[src/rtl/nwpf_pkg.sv]
// Package for the nibble wildcard pattern finder.
// Holds register index codes and fixed field widths; no dependencies.
package nwpf_pkg;

	localparam int unsigned CFG_IDX_W  = 3;
	localparam int unsigned CFG_DATA_W = 64;
	localparam int unsigned OFFSET_W   = 32;
	localparam int unsigned COUNT_W    = 32;
	localparam int unsigned LEN_W      = 5;
	localparam int unsigned MASK_W     = 32;

	localparam logic [CFG_IDX_W-1:0] REG_PATTERN_LOW  = 3'd0;
	localparam logic [CFG_IDX_W-1:0] REG_PATTERN_HIGH = 3'd1;
	localparam logic [CFG_IDX_W-1:0] REG_CARE_MASK    = 3'd2;
	localparam logic [CFG_IDX_W-1:0] REG_PATTERN_LEN  = 3'd3;
	localparam logic [CFG_IDX_W-1:0] REG_BASE_OFFSET  = 3'd4;

	localparam logic [LEN_W-1:0] PATTERN_LEN_RESET = 5'd1;

endpackage

[src/rtl/nwpf_in_if.sv]
// Input channel of the pattern finder: one stream byte per transaction.
// Depends on nwpf_pkg only for style consistency with the other channel.
interface nwpf_in_if import nwpf_pkg::*; ();
	logic       valid;
	logic       ready;
	logic [7:0] data_byte;
	logic       last_byte;

	modport source (output valid, output data_byte, output last_byte, input ready);
	modport sink   (input valid, input data_byte, input last_byte, output ready);
endinterface

[src/rtl/nwpf_out_if.sv]
// Result channel of the pattern finder: found flag and match offset.
// Uses OFFSET_W from nwpf_pkg.
interface nwpf_out_if import nwpf_pkg::*; ();
	logic                valid;
	logic                ready;
	logic                found;
	logic [OFFSET_W-1:0] match_offset;

	modport source (output valid, output found, output match_offset, input ready);
	modport sink   (input valid, input found, input match_offset, output ready);
endinterface

[src/rtl/nibble_wildcard_pattern_finder.sv]
// Nibble wildcard pattern finder: an accepted byte passes through the input stage register
// and then the result register. Throughput is one byte per cycle; the compare of every pattern
// position against the window is combinational logic between those two registers.
// The input stalls only while the result register holds a result that is not taken.
// Reset (arst_n low) empties both stages, clears window, count and match flag,
// and returns the configuration registers to their defaults (length 1, others 0).
module nibble_wildcard_pattern_finder import nwpf_pkg::*; #(
	parameter int unsigned MAX_PATTERN_BYTES = 16
) (
	input  logic                  clk,
	input  logic                  arst_n,
	input  logic                  cfg_we,
	input  logic [CFG_IDX_W-1:0]  cfg_idx,
	input  logic [CFG_DATA_W-1:0] cfg_wdata,
	nwpf_in_if.sink               byte_in,
	nwpf_out_if.source            result
);

	localparam int unsigned IW = (MAX_PATTERN_BYTES > 1) ? $clog2(MAX_PATTERN_BYTES) : 1;

	// Configuration registers.
	logic [63:0]         pat_lo_q;
	logic [63:0]         pat_hi_q;
	logic [MASK_W-1:0]   care_q;
	logic [LEN_W-1:0]    plen_q;
	logic [OFFSET_W-1:0] base_q;

	// Input stage.
	logic       valid_s1;
	logic [7:0] byte_s1;
	logic       last_s1;

	// Stream state.
	logic [7:0]         window_q [MAX_PATTERN_BYTES];
	logic [COUNT_W-1:0] count_q;
	logic               reported_q;

	// Result register.
	logic                out_valid_q;
	logic                out_found_q;
	logic [OFFSET_W-1:0] out_offset_q;

	logic [7:0]          win_nx [MAX_PATTERN_BYTES];
	logic [COUNT_W-1:0]  count_nx;
	logic [LEN_W-1:0]    len_eff;
	logic [127:0]        pattern;
	logic                window_hit;
	logic                hit;
	logic                emit;
	logic                out_free;
	logic                advance;
	logic [OFFSET_W-1:0] hit_offset;

	always_ff @(posedge clk or negedge arst_n) begin
		if (!arst_n) begin
			pat_lo_q <= '0;
			pat_hi_q <= '0;
			care_q   <= '0;
			plen_q   <= PATTERN_LEN_RESET;
			base_q   <= '0;
		end else if (cfg_we) begin
			case (cfg_idx)
				REG_PATTERN_LOW:  pat_lo_q <= cfg_wdata;
				REG_PATTERN_HIGH: pat_hi_q <= cfg_wdata;
				REG_CARE_MASK:    care_q   <= cfg_wdata[MASK_W-1:0];
				REG_PATTERN_LEN:  plen_q   <= cfg_wdata[LEN_W-1:0];
				REG_BASE_OFFSET:  base_q   <= cfg_wdata[OFFSET_W-1:0];
				default: ;
			endcase
		end
	end

	assign out_free     = !out_valid_q || result.ready;
	assign advance      = valid_s1 && out_free;
	assign byte_in.ready = !valid_s1 || out_free;

	always_ff @(posedge clk or negedge arst_n) begin
		if (!arst_n) begin
			valid_s1 <= 1'b0;
		end else if (byte_in.ready) begin
			valid_s1 <= byte_in.valid;
		end
	end

	always_ff @(posedge clk) begin
		if (byte_in.valid && byte_in.ready) begin
			byte_s1 <= byte_in.data_byte;
			last_s1 <= byte_in.last_byte;
		end
	end

	always_comb begin
		win_nx[0] = byte_s1;
		for (int k = 1; k < MAX_PATTERN_BYTES; k++) begin
			win_nx[k] = window_q[k-1];
		end
	end

	assign count_nx = (count_q == '1) ? count_q : count_q + COUNT_W'(1);

	always_comb begin
		if (plen_q == '0) begin
			len_eff = LEN_W'(1);
		end else if (plen_q > LEN_W'(MAX_PATTERN_BYTES)) begin
			len_eff = LEN_W'(MAX_PATTERN_BYTES);
		end else begin
			len_eff = plen_q;
		end
	end

	assign pattern = {pat_hi_q, pat_lo_q};

	// Pattern byte j lines up with the window entry len-1-j, oldest byte first.
	always_comb begin
		logic [LEN_W-1:0] idx;
		logic [7:0]       have;
		logic [7:0]       want;
		window_hit = 1'b1;
		for (int j = 0; j < MAX_PATTERN_BYTES; j++) begin
			idx  = len_eff - LEN_W'(j) - LEN_W'(1);
			have = win_nx[idx[IW-1:0]];
			want = pattern[8*j +: 8];
			if (LEN_W'(j) < len_eff) begin
				if (care_q[2*j] && (have[3:0] != want[3:0])) begin
					window_hit = 1'b0;
				end
				if (care_q[2*j+1] && (have[7:4] != want[7:4])) begin
					window_hit = 1'b0;
				end
			end
		end
	end

	assign hit        = !reported_q && (count_nx >= COUNT_W'(len_eff)) && window_hit;
	assign emit       = hit || (last_s1 && !reported_q);
	assign hit_offset = base_q + (count_nx - COUNT_W'(len_eff));

	always_ff @(posedge clk or negedge arst_n) begin
		if (!arst_n) begin
			for (int k = 0; k < MAX_PATTERN_BYTES; k++) begin
				window_q[k] <= '0;
			end
			count_q    <= '0;
			reported_q <= 1'b0;
		end else if (advance) begin
			if (last_s1) begin
				for (int k = 0; k < MAX_PATTERN_BYTES; k++) begin
					window_q[k] <= '0;
				end
				count_q    <= '0;
				reported_q <= 1'b0;
			end else begin
				window_q   <= win_nx;
				count_q    <= count_nx;
				reported_q <= reported_q || hit;
			end
		end
	end

	always_ff @(posedge clk or negedge arst_n) begin
		if (!arst_n) begin
			out_valid_q <= 1'b0;
		end else if (advance && emit) begin
			out_valid_q <= 1'b1;
		end else if (result.ready) begin
			out_valid_q <= 1'b0;
		end
	end

	always_ff @(posedge clk) begin
		if (advance && emit) begin
			out_found_q  <= hit;
			out_offset_q <= hit ? hit_offset : '0;
		end
	end

	assign result.valid        = out_valid_q;
	assign result.found        = out_found_q;
	assign result.match_offset = out_offset_q;

`ifndef ASSERT_OFF
	a_hit_sets_reported: assert property (@(posedge clk) disable iff (!arst_n)
		advance && hit && !last_s1 |=> reported_q)
		else $error("match flag not set after a found result");

	a_last_clears_state: assert property (@(posedge clk) disable iff (!arst_n)
		advance && last_s1 |=> (count_q == '0) && !reported_q)
		else $error("stream state not cleared after the last byte");

	a_stall_only_when_blocked: assert property (@(posedge clk) disable iff (!arst_n)
		!byte_in.ready |-> valid_s1 && out_valid_q && !result.ready)
		else $error("input stalled while the result register could take a result");

	a_not_found_zero_offset: assert property (@(posedge clk) disable iff (!arst_n)
		out_valid_q && !out_found_q |-> out_offset_q == '0)
		else $error("not-found result carries a nonzero offset");
`endif

endmodule
[src/flat_wrapper.sv]
// flat-port wrapper written by rule: the top's interface ports become plain ports
module nibble_wildcard_pattern_finder_flat import nwpf_pkg::*;
#(
	parameter int unsigned MAX_PATTERN_BYTES = 16
)
  (clk, arst_n, cfg_we, cfg_idx, cfg_wdata, byte_in_valid, byte_in_data_byte, byte_in_last_byte, byte_in_ready, result_valid, result_found, result_match_offset, result_ready);
  nwpf_in_if byte_in_i ();
  nwpf_out_if result_i ();
  input  logic clk;
  input  logic arst_n;
  input  logic cfg_we;
  input  logic [CFG_IDX_W-1:0] cfg_idx;
  input  logic [CFG_DATA_W-1:0] cfg_wdata;
  input wire logic [$bits(byte_in_i.valid)-1:0] byte_in_valid;
  input wire logic [$bits(byte_in_i.data_byte)-1:0] byte_in_data_byte;
  input wire logic [$bits(byte_in_i.last_byte)-1:0] byte_in_last_byte;
  output wire logic [$bits(byte_in_i.ready)-1:0] byte_in_ready;
  output wire logic [$bits(result_i.valid)-1:0] result_valid;
  output wire logic [$bits(result_i.found)-1:0] result_found;
  output wire logic [$bits(result_i.match_offset)-1:0] result_match_offset;
  input wire logic [$bits(result_i.ready)-1:0] result_ready;
  assign byte_in_i.valid = byte_in_valid;
  assign byte_in_i.data_byte = byte_in_data_byte;
  assign byte_in_i.last_byte = byte_in_last_byte;
  assign byte_in_ready = byte_in_i.ready;
  assign result_valid = result_i.valid;
  assign result_found = result_i.found;
  assign result_match_offset = result_i.match_offset;
  assign result_i.ready = result_ready;
  nibble_wildcard_pattern_finder #(.MAX_PATTERN_BYTES(MAX_PATTERN_BYTES)) u_core (.clk(clk), .arst_n(arst_n), .cfg_we(cfg_we), .cfg_idx(cfg_idx), .cfg_wdata(cfg_wdata), .byte_in(byte_in_i), .result(result_i));
endmodule
[config.mk]
export PLATFORM = sky130hd
export DESIGN_NAME = nibble_wildcard_pattern_finder_flat
export DESIGN_NICKNAME = d
export VERILOG_FILES = /design/src/rtl/nwpf_pkg.sv /design/src/rtl/nwpf_in_if.sv /design/src/rtl/nwpf_out_if.sv /design/src/rtl/nibble_wildcard_pattern_finder.sv /design/src/flat_wrapper.sv
export SDC_FILE = /design/constraint.sdc
export NUM_CORES = 1
export LEC_CHECK = 0
export BUFFER_PORTS_ARGS = -buffer_cell sky130_fd_sc_hd__buf_2
export CAP_MARGIN = 0
export CORE_MARGIN = 3
export CORE_UTILIZATION = 25
export DETAILED_ROUTE_END_ITERATION = 7
export GPL_ROUTABILITY_DRIVEN = 0
export GPL_TIMING_DRIVEN = 0
export PLACE_DENSITY = 0.36
export REMOVE_ABC_BUFFERS = 1
export SLEW_MARGIN = 20
export SYNTH_ARGS = -nofsm -noshare
export SYNTH_HDL_FRONTEND = slang
export SYNTH_SLANG_ARGS = --single-unit
[constraint.sdc]
create_clock -name clk -period 11.6 [get_ports clk]
set_clock_uncertainty 0.15 [all_clocks]
set_input_delay 0 -clock clk [delete_from_list [all_inputs] [get_ports clk]]
set_output_delay 0 -clock clk [all_outputs]
set_load 0.01 [all_outputs]
# ---- Yosys cells after proc, flatten, opt, wreduce, memory -nomap -nowiden
# Cells that the tools add are included.
dict set report word_totals {
  register_bits 394
  latchBits 0
  ram_bits 0
  rom_bits 0
  inputBits 81
  output_inout_bits 35
  word_cells 305
  n_memories 0
}
dict set report op_classes {
  add_sub_neg 33
  multipliers 0
  n_div 0
  n_lt_le_gt_ge 34
  eq_ne 37
  shifts 0
  muxes 104
  bitwise_logic 16
  n_reduce_logical 53
}
# operator n
set op_table {}
lappend op_table {{binary-select mux 8 bit (select 4 bit)} 16}
lappend op_table {{2-to-1 mux 8 bit} 32}
lappend op_table {{2-to-1 mux 128 bit} 1}
lappend op_table {{!= test 4 bit} 32}
lappend op_table {{greater-or-equal comparator 5 bit, second input constant} 16}
lappend op_table {{NOT 4 -> 5 bit} 16}
lappend op_table {{2-to-1 mux 32 bit} 2}
lappend op_table {{subtractor 4 x 1 -> 4 bit, second input constant} 16}
lappend op_table {{2-to-1 mux 1 bit} 51}
lappend op_table {{< comparator 4 x 5 -> 1 bit, first input constant} 8}
lappend op_table {{logical AND 1 bit} 38}
lappend op_table {{adder 32 x 1 -> 32 bit, second input constant} 1}
lappend op_table {{adder 32 bit} 1}
lappend op_table {{== test 32 bit, second input constant} 1}
lappend op_table {{greater-or-equal comparator 32 x 5 -> 1 bit} 1}
lappend op_table {{subtractor 32 x 5 -> 32 bit} 1}
lappend op_table {{subtractor 4 bit, second input constant} 8}
lappend op_table {{< comparator 3 x 5 -> 1 bit, first input constant} 4}
lappend op_table {{subtractor 4 x 3 -> 4 bit, second input constant} 4}
lappend op_table {{< comparator 1 x 5 -> 1 bit, first input constant} 2}
lappend op_table {{< comparator 2 x 5 -> 1 bit, first input constant} 2}
lappend op_table {{2-to-1 mux 5 bit} 2}
lappend op_table {{AND reduction 2 bit} 5}
lappend op_table {{subtractor 4 x 2 -> 4 bit, second input constant} 2}
lappend op_table {{9 further kinds} 15}

# ---- Longest topological paths before layout
# Gate-level depths: netlist of run 1.
dict set report depth {
  word_depth 62
  depth_mapped 25
  ltp_nobuf 21
}

# ---- Worst setup path after synthesis of run 1
# OpenSTA, ideal clock, no wires.
dict set report synth_path {
  path_type {register -> register}
  startpoint {register u_core.plen_q[2]}
  endpoint {register u_core.out_found_q, in the netlist u_core.result.found, enable pin}
  arrival_ns 6.849
  required_ns 11.024
  path_slack_ns 4.174
  stages_incl_launch_ff 21
  n_path_buf 7
  path_cell_list {dfrtp_1 > buf_2 > nand2b_1 > buf_2 > buf_1 > ha_1 > buf_2 > nand2_1 > a211oi_1 > nor3_1 > buf_2 > xnor2_1 > mux4_2 > xor2_1 > o41ai_1 > a22oi_1 > a21o_1 > or4_1 > buf_2 > buf_6 > o31ai_2}
}
dict set report synth_via {
  elab_chain_len 61
}
# item line
set synth_lines {}
lappend synth_lines {{start: declaration} nibble_wildcard_pattern_finder.sv:25} ;# logic [LEN_W-1:0] plen_q;
lappend synth_lines {{start signal: assignment} nibble_wildcard_pattern_finder.sv:66} ;# REG_PATTERN_LEN: plen_q <= cfg_wdata[LEN_W-1:0];
lappend synth_lines {{greater-than comparator 5 bit} nibble_wildcard_pattern_finder.sv:104} ;# end else if (plen_q > LEN_W'(MAX_PATTERN_BYTES)) begin
lappend synth_lines {{2-to-1 mux 5 bit} nibble_wildcard_pattern_finder.sv:104}
lappend synth_lines {{2-to-1 mux 5 bit (*)} nibble_wildcard_pattern_finder.sv:102} ;# if (plen_q == '0) begin
lappend synth_lines {{parallel branches: the longest is 55 deep, another holds subtractor 4 x 1 -> 4 bit} n/a}
lappend synth_lines {{logical AND 1 bit (*)} nibble_wildcard_pattern_finder.sv:134} ;# assign hit = !reported_q && (count_nx >= COUNT_W'(len_eff)) && window_hit;
lappend synth_lines {{logical OR 1 bit (*)} nibble_wildcard_pattern_finder.sv:135} ;# assign emit = hit || (last_s1 && !reported_q);
lappend synth_lines {{logical AND 1 bit (*)} nibble_wildcard_pattern_finder.sv:171} ;# if (advance && emit) begin
lappend synth_lines {{end signal: assignment} nibble_wildcard_pattern_finder.sv:172} ;# out_found_q <= hit;
lappend synth_lines {{end: declaration} nibble_wildcard_pattern_finder.sv:40} ;# logic out_found_q;
# Every way passes the cells marked *. The select of a mux whose other input is x is not followed.
# A chain may end at the register's enable or synchronous reset.

# ---- Worst setup path after layout of run 1
dict set report layout_path {
  startpoint {register u_core.plen_q[4]}
  endpoint {register u_core.out_offset_q[25], in the netlist u_core.result.match_offset[25], enable pin}
}
dict set report layout_via {
  elab_chain_len 61
}
# item line
set layout_lines {}
lappend layout_lines {{greater-than comparator 5 bit} nibble_wildcard_pattern_finder.sv:104}
lappend layout_lines {{2-to-1 mux 5 bit} nibble_wildcard_pattern_finder.sv:104}
lappend layout_lines {{2-to-1 mux 5 bit (*)} nibble_wildcard_pattern_finder.sv:102}
lappend layout_lines {{parallel branches: the longest is 55 deep, another holds subtractor 4 x 1 -> 4 bit} n/a}
lappend layout_lines {{logical AND 1 bit (*)} nibble_wildcard_pattern_finder.sv:134}
lappend layout_lines {{logical OR 1 bit (*)} nibble_wildcard_pattern_finder.sv:135}
lappend layout_lines {{logical AND 1 bit (*)} nibble_wildcard_pattern_finder.sv:171}
lappend layout_lines {{end signal: assignment} nibble_wildcard_pattern_finder.sv:173} ;# out_offset_q <= hit ? hit_offset : '0;
lappend layout_lines {{end: declaration} nibble_wildcard_pattern_finder.sv:41} ;# logic [OFFSET_W-1:0] out_offset_q;
# Marked as above.

==> results.toml, run 1 <==
[status]
status = "completed"

[layout]
num-fill-cells = 10720
multiInputGateArea_mm2 = 0.01544
final_net_count = 2832
area_growth_pct = 22.13
final_core_util_pct = 30.96
drive_gt1_share_pct = 23.34
seq_area_mm2 = 0.01007

[floorplan]
die_area_mm2 = 0.1096
core_area_mm2 = 0.1042
initial_core_util_pct = 25.35
die_x_um = 331.1
ios = 116
row_count = 118
dieHeight_um = 331.1

[worst_setup_path]
worstSetupPathType = "register to register"
cp_data_required_time_ns = 11.76
endpoint_kind = "register"
path_max_fanout = 32
cpPeakStageDelay_ns = 0.87
critPathTopFamily = "simple AND/OR/NAND/NOR gates"
startpoint_type = "register"
crit_slowest_cell = "or4_2"
critPathMostFrequentCell = "mux4_2"
critPathArrivalTime_ns = 7.95
cp_num_buf_inv = 5
cp_cell_sequence = "inv_2 > nand2_4 > buf_16 > inv_4 > ha_4 > mux4_2 > mux4_2 > xnor2_1 > nand4_1 > a22oi_1 > o211ai_1 > a21o_1 > or4_2 > buf_12 > o31ai_4 > buf_6"

[timing]
fin_crit_ns = 7.798
relSlewSlack_pct = 25.15
slew_viol_final = 0
fmax_mhz = 128.2
tightest_slew_ns = 1.114
period_share_pct = 67.22
grt_setup_unrepaired = "false"
setup_viol = 0
final_hold_viol_count = 0

[global_routing]
antenna_found_initial = 5
grt_pass1_vias = 20550
overflow = 0
groute.usage.overall_pct = 17.07
grt_max_degree = 86
grt_pass1_wl_um = 139000

[placement]
hpwlAfterDp_um = 70750
port_buffers = 115

[clock_tree]
clk_latency_ns = 0.62
cts_tree = "done"
numCtsBuffers = 51
cts.sinks = 394
h-tree-depth = 2
cts_buffer_depth = 3
cts-root-buf = "clkbuf_16"
clkTransAtPathRegs_ns = 0.06

[yosys]
yosys.area.top_type = "dfrtp_1"
synth_warnings = 0
synth.area.top_cells = "dfrtp_1, mux4_2, mux2_2"
synth-seq-cells = 394
async_flop_share_pct = 89.34
synth_common_cells = "dfrtp_1, nand2_1, o21ai_0, mux2_2, mux4_2"
synthCells = 2486
synth-edff-count = 42
synth_cell_types = 72
netlist.area_leader.share_pct = 33.24
post-synth-top-count-cell = "dfrtp_1"
synthFlopType = "dfrtp_1"
synth.avg_cell_area_um2 = 10.63
syn_area_mm2 = 0.02642
seq_area_frac_synth_pct = 38.11

[job]
cap_violations = 0

[route]
drt_iter0_drc = 1283
wl_per_cell_um = 22.90
wl_um = 93960
dr_total_vias = 20560
ant_nets = 0
drc_errors = 0
firstDrtPassIters = 5
vias_per_cell = 5.011

[pwr]
p_leak_nw = 12.67
p_per_area_mw_per_mm2 = 179.7
vdd_drop_max_mv = 0.1151
p_total_mw = 5.798

[worst_hold_path]
hp-class = "input port to register"
-- repair_timing --
item,4_1_cts,5_1_grt
gates resized for setup,0,0
endpoints found under the hold margin,406,0
setup buffers,0,0
hold buffers,135,0
-- cells by family (layout without fill, tap and decap cells) --
family / count (synthesis) / after routing / synth area share [%]
XOR/XNOR: 199 / 199 / 6.596
adder cells (fa/ha/maj): 71 / 71 / 3.476
buffers and inverters: 272 / 507 / 4.162
other: 0 / 2 / 0
AND/OR/NAND/NOR: 672 / 672 / 12.09
AO/OA/AOI/OAI: 470 / 470 / 11.34
multiplexers: 408 / 408 / 24.22
flip-flops: 394 / 394 / 38.11
-- cell type report --
type / count / share of cell area, %
Multi-Input combinational cell: 1820 / 47.84
Sequential cell: 394 / 31.21
Timing Repair Buffer: 311 / 9.197
Tap cell: 1380 / 5.351
Clock buffer: 81 / 4.877
Inverter: 102 / 1.217
Clock inverter: 13 / 0.2947
Antenna cell: 2 / 0.01551
-- sequential cells by signal, summed over array words and instances (netlist names) --
register / cells
u_core.result.valid: 1
u_core.reported_q: 1
u_core.last_s1: 1
u_core.byte_s1: 8
u_core.plen_q: 5
u_core.result.found: 1
u_core.pat_hi_q: 64
u_core.result.match_offset: 32
u_core.win_nx: 120
u_core.count_q: 32
u_core.valid_s1: 1
u_core.care_q: 32
u_core.pat_lo_q: 64
u_core.base_q: 32
-- path summary, 6_finish.rpt --
check	startpoint	endpoint	slack, ns	cells past startpoint
max in group asynchronous	arst_n	u_core.pat_hi_q[63]$_DFFE_PN0P_	9.70	6
hold / removal	cfg_wdata[41]	u_core.pat_lo_q[41]$_DFFE_PN0P_	0.10	3
setup / recovery	u_core.plen_q[4]$_DFFE_PN0P_	u_core.result.match_offset[25]$_SDFFCE_PN0P_	3.80	16
setup reg to reg	u_core.plen_q[4]$_DFFE_PN0P_	u_core.result.match_offset[25]$_SDFFCE_PN0P_	3.80	16
min in group asynchronous	arst_n	u_core.pat_hi_q[35]$_DFFE_PN0P_	0.34	4
hold reg to reg	u_core.care_q[22]$_DFFE_PN0P_	u_core.care_q[22]$_DFFE_PN0P_	0.36	1
-- stage by stage --
stage	setup TNS, ns	hold WS (ns)	setup WS (ns)	cell area (um2)	cells
2_1_floorplan	0	-0.4456	2.323	25710	2316
3_3_place_gp	-165.11	0.03096	-3.296	28010	3811
3_5_place_dp	0	-0.2218	3.643	29220	3872
4_1_cts	0	0.05937	3.600	32260	4101
5_1_grt	0	0.08783	3.522	32270	4102
6_report	0	0.1038	3.802	32270	4103
-- report_power, final --
part	switching, mW	internal (mW)
Clock	0.666	0.948
Combinational	1.40	1.05
Sequential	0.156	1.58
-- worst register-to-register path: cells and delay by family, from the launching register on --
kind | cells | cell delay (ns)
simple gates | 3 | 1.61
flops | 1 | 0.85
mux | 2 | 1.24
buf+inv | 5 | 1.39
compound gates | 4 | 1.18
fa+ha+maj | 1 | 0.86
xor+xnor | 1 | 0.18
-- per-layer routing --
layer	vias to the layer above	track usage [%]	wire (um)
li1	9469	-	-
met4	0	3.956	1794
met2	487	27.92	44270
met1	10520	23.85	43690
met5	-	0	0
met3	87	2.447	4209
-- placed cells by master, fill, tap and decap left out, drive strengths merged, types with 70 or more instances in the layout --
cell type    count
dfrtp          351
nand2          332
o21ai          201
buf            177
mux2           170
mux4           168
dlygate4sd3    134
xnor2          127
nand2b         126
inv            102
clkbuf          81
xor2            72
a21oi           71
mux2i           70
(Power assumes the default switching activity.)
==> run 2: changes to the inputs <==
PLACE_DENSITY = 0.37   (was 0.36)
clock period = 6.8 ns   (was 11.6 ns; I/O delays follow)
==> run 2 against run 1 <==
Effect of this change: via count is 0.71% higher; critical path depth up 4; global-route usage rose by 0.25 points; sequential cell count unchanged; sequential share of layout area is 0.082 points lower; largest power group unchanged.
==> results.toml, run 2 (same netlist as run 1, synthesis figures left out) <==
[placement]
hpwlAfterDp_um = 70260
port_buffers = 115
placed_cells = 3870

[layout]
drive_gt1_share_pct = 24.01
seq_area_mm2 = 0.01008
final_net_count = 2832
layout_common_cells = "dfrtp_1, nand2_1, o21ai_0"
final_core_util_pct = 31.07
num-fill-cells = 10790
area_growth_pct = 22.58
stdcell_count = 4101
multiInputGateArea_mm2 = 0.01553
largest_register_ffs = 120
final_common_cell = "dfrtp_1"

[floorplan]
die_area_mm2 = 0.1096
core_area_mm2 = 0.1042
dieHeight_um = 331.1
ios = 116
die_x_um = 331.1
initial_core_util_pct = 25.35
row_count = 118

[job]
cap_violations = 0

[timing]
period_share_pct = 95.52
grt_setup_unrepaired = "false"
slew_viol_final = 0
hold_ws_ns = 0.04243
final_hold_viol_count = 0
tightest_slew_ns = 1.065
relSlewSlack_pct = 28.82
fmax_mhz = 154.0
fin_crit_ns = 6.495
setup_viol = 0

[clock_tree]
cts_buffer_depth = 3
clkTransAtPathRegs_ns = 0.06
cts_tree = "done"
cts.sinks = 394
h-tree-depth = 2
clk_latency_ns = 0.61
numCtsBuffers = 50
cts-root-buf = "clkbuf_16"

[route]
wl_per_cell_um = 23.20
ant_nets = 0
dr_total_vias = 20710
vias_per_cell = 5.050
drc_errors = 0
drt_iter0_drc = 1652
wl_um = 95160
firstDrtPassIters = 7

[pwr]
p_per_area_mw_per_mm2 = 307.8
vdd_drop_max_mv = 0.1732
p_leak_nw = 12.72

[status]
status = "completed"

[global_routing]
grt_pass1_wl_um = 140700
overflow = 0
grt_max_degree = 84
antenna_found_initial = 2
groute.usage.overall_pct = 17.32
grt_pass1_vias = 20740

[worst_setup_path]
critPathArrivalTime_ns = 6.64
startpoint_type = "register"
cp_data_required_time_ns = 6.95
r2r_setup_slack_ns = 0.30
worstSetupPathType = "register to register"
endpoint_kind = "register"
path_max_fanout = 62

[worst_hold_path]
hp-class = "input port to register"
==> run 2: cell count changes in the layout (fill, tap and decap cells not counted), moves of 3 or more <==
cell,before,now
buf_4,13,25
buf_6,16,11
clkbuf_16,55,51
clkbuf_8,10,14
clkinv_2,10,4
dfrtp_1,351,347
dlygate4sd3_1,134,124
xnor2_2,5,2
xnor2_4,0,3
==> run 2: through the flow <==
stage / TNS, ns / cell area, um2 / total power, mW / worst slack, ns
after floorplan: -109.56 / 25710 / 5.635 / -2.477
after global placement: -1558.91 / 28010 / 6.928 / -7.927
after detailed placement: -74.74 / 29170 / 7.136 / -1.263
after CTS: 0 / 32350 / 10.12 / 0.04498
after global routing: 0 / 32390 / 10.57 / 0.02783
final: 0 / 32390 / 9.970 / 0.3049
==> run 2: routing by layer <==
layer | vias to the layer above | wire, um | global-route usage [%]
met5 | - | 0 | 0
met4 | 0 | 2384 | 4.465
met3 | 103 | 5331 | 3.098
met2 | 602 | 44490 | 28.10
met1 | 10540 | 42960 | 23.81
li1 | 9462 | - | -
==> run 2: what timing repair did <==
item                       in CTS  in global routing
buffers inserted               12                  0
hold endpoints to repair      355                  0
pin swaps                       5                  0
setup endpoints to repair      68                 38
cloned                          1                  0
hold buffers                  125                  0
resized for setup              19                  7
==> run 2: cell type report <==
type	count	share of cell area (%)
Antenna cell	1	0.007726
Clock buffer	82	4.732
Clock inverter	10	0.3979
Inverter	102	1.252
Multi-Input combinational cell	1820	47.96
Sequential cell	394	31.12
Tap cell	1380	5.331
Timing Repair Buffer	312	9.190
==> run 2: critical path, cell delays in order (launching register included) <==
cell	delay (ns)
dfrtp_4	0.59
nor3_2	0.24
nor2_1	0.11
nor2_4	0.26
inv_12	0.15
buf_16	0.27
ha_1	0.33
o31a_1	0.30
nor3_1	0.29
xnor2_2	0.26
buf_6	0.22
mux4_2	0.51
xor2_1	0.19
o41ai_1	0.50
a22oi_1	0.12
a21o_1	0.21
or4_4	0.66
buf_12	0.22
o31ai_4	0.19
buf_4	0.17
buf_6	0.18
==> run 2: power breakdown <==
part / switching [mW] / internal (mW)
Clock: 1.12 / 1.61
Combinational: 2.43 / 1.85
Sequential: 0.275 / 2.69
==> run 2: path summary, 6_finish.rpt <==
kind	start	cells past startpoint	endpoint
max in group asynchronous	arst_n	5	u_core.base_q[8]$_DFFE_PN0P_
hold reg to reg	u_core.care_q[13]$_DFFE_PN0P_	1	u_core.care_q[13]$_DFFE_PN0P_
setup reg to reg	u_core.plen_q[1]$_DFFE_PN0P_	20	u_core.result.match_offset[22]$_SDFFCE_PN0P_
setup / recovery	u_core.plen_q[1]$_DFFE_PN0P_	20	u_core.result.match_offset[22]$_SDFFCE_PN0P_
min in group asynchronous	arst_n	4	u_core.win_nx[92]$_DFFE_PN0P_
hold / removal	cfg_wdata[58]	3	u_core.pat_lo_q[58]$_DFFE_PN0P_
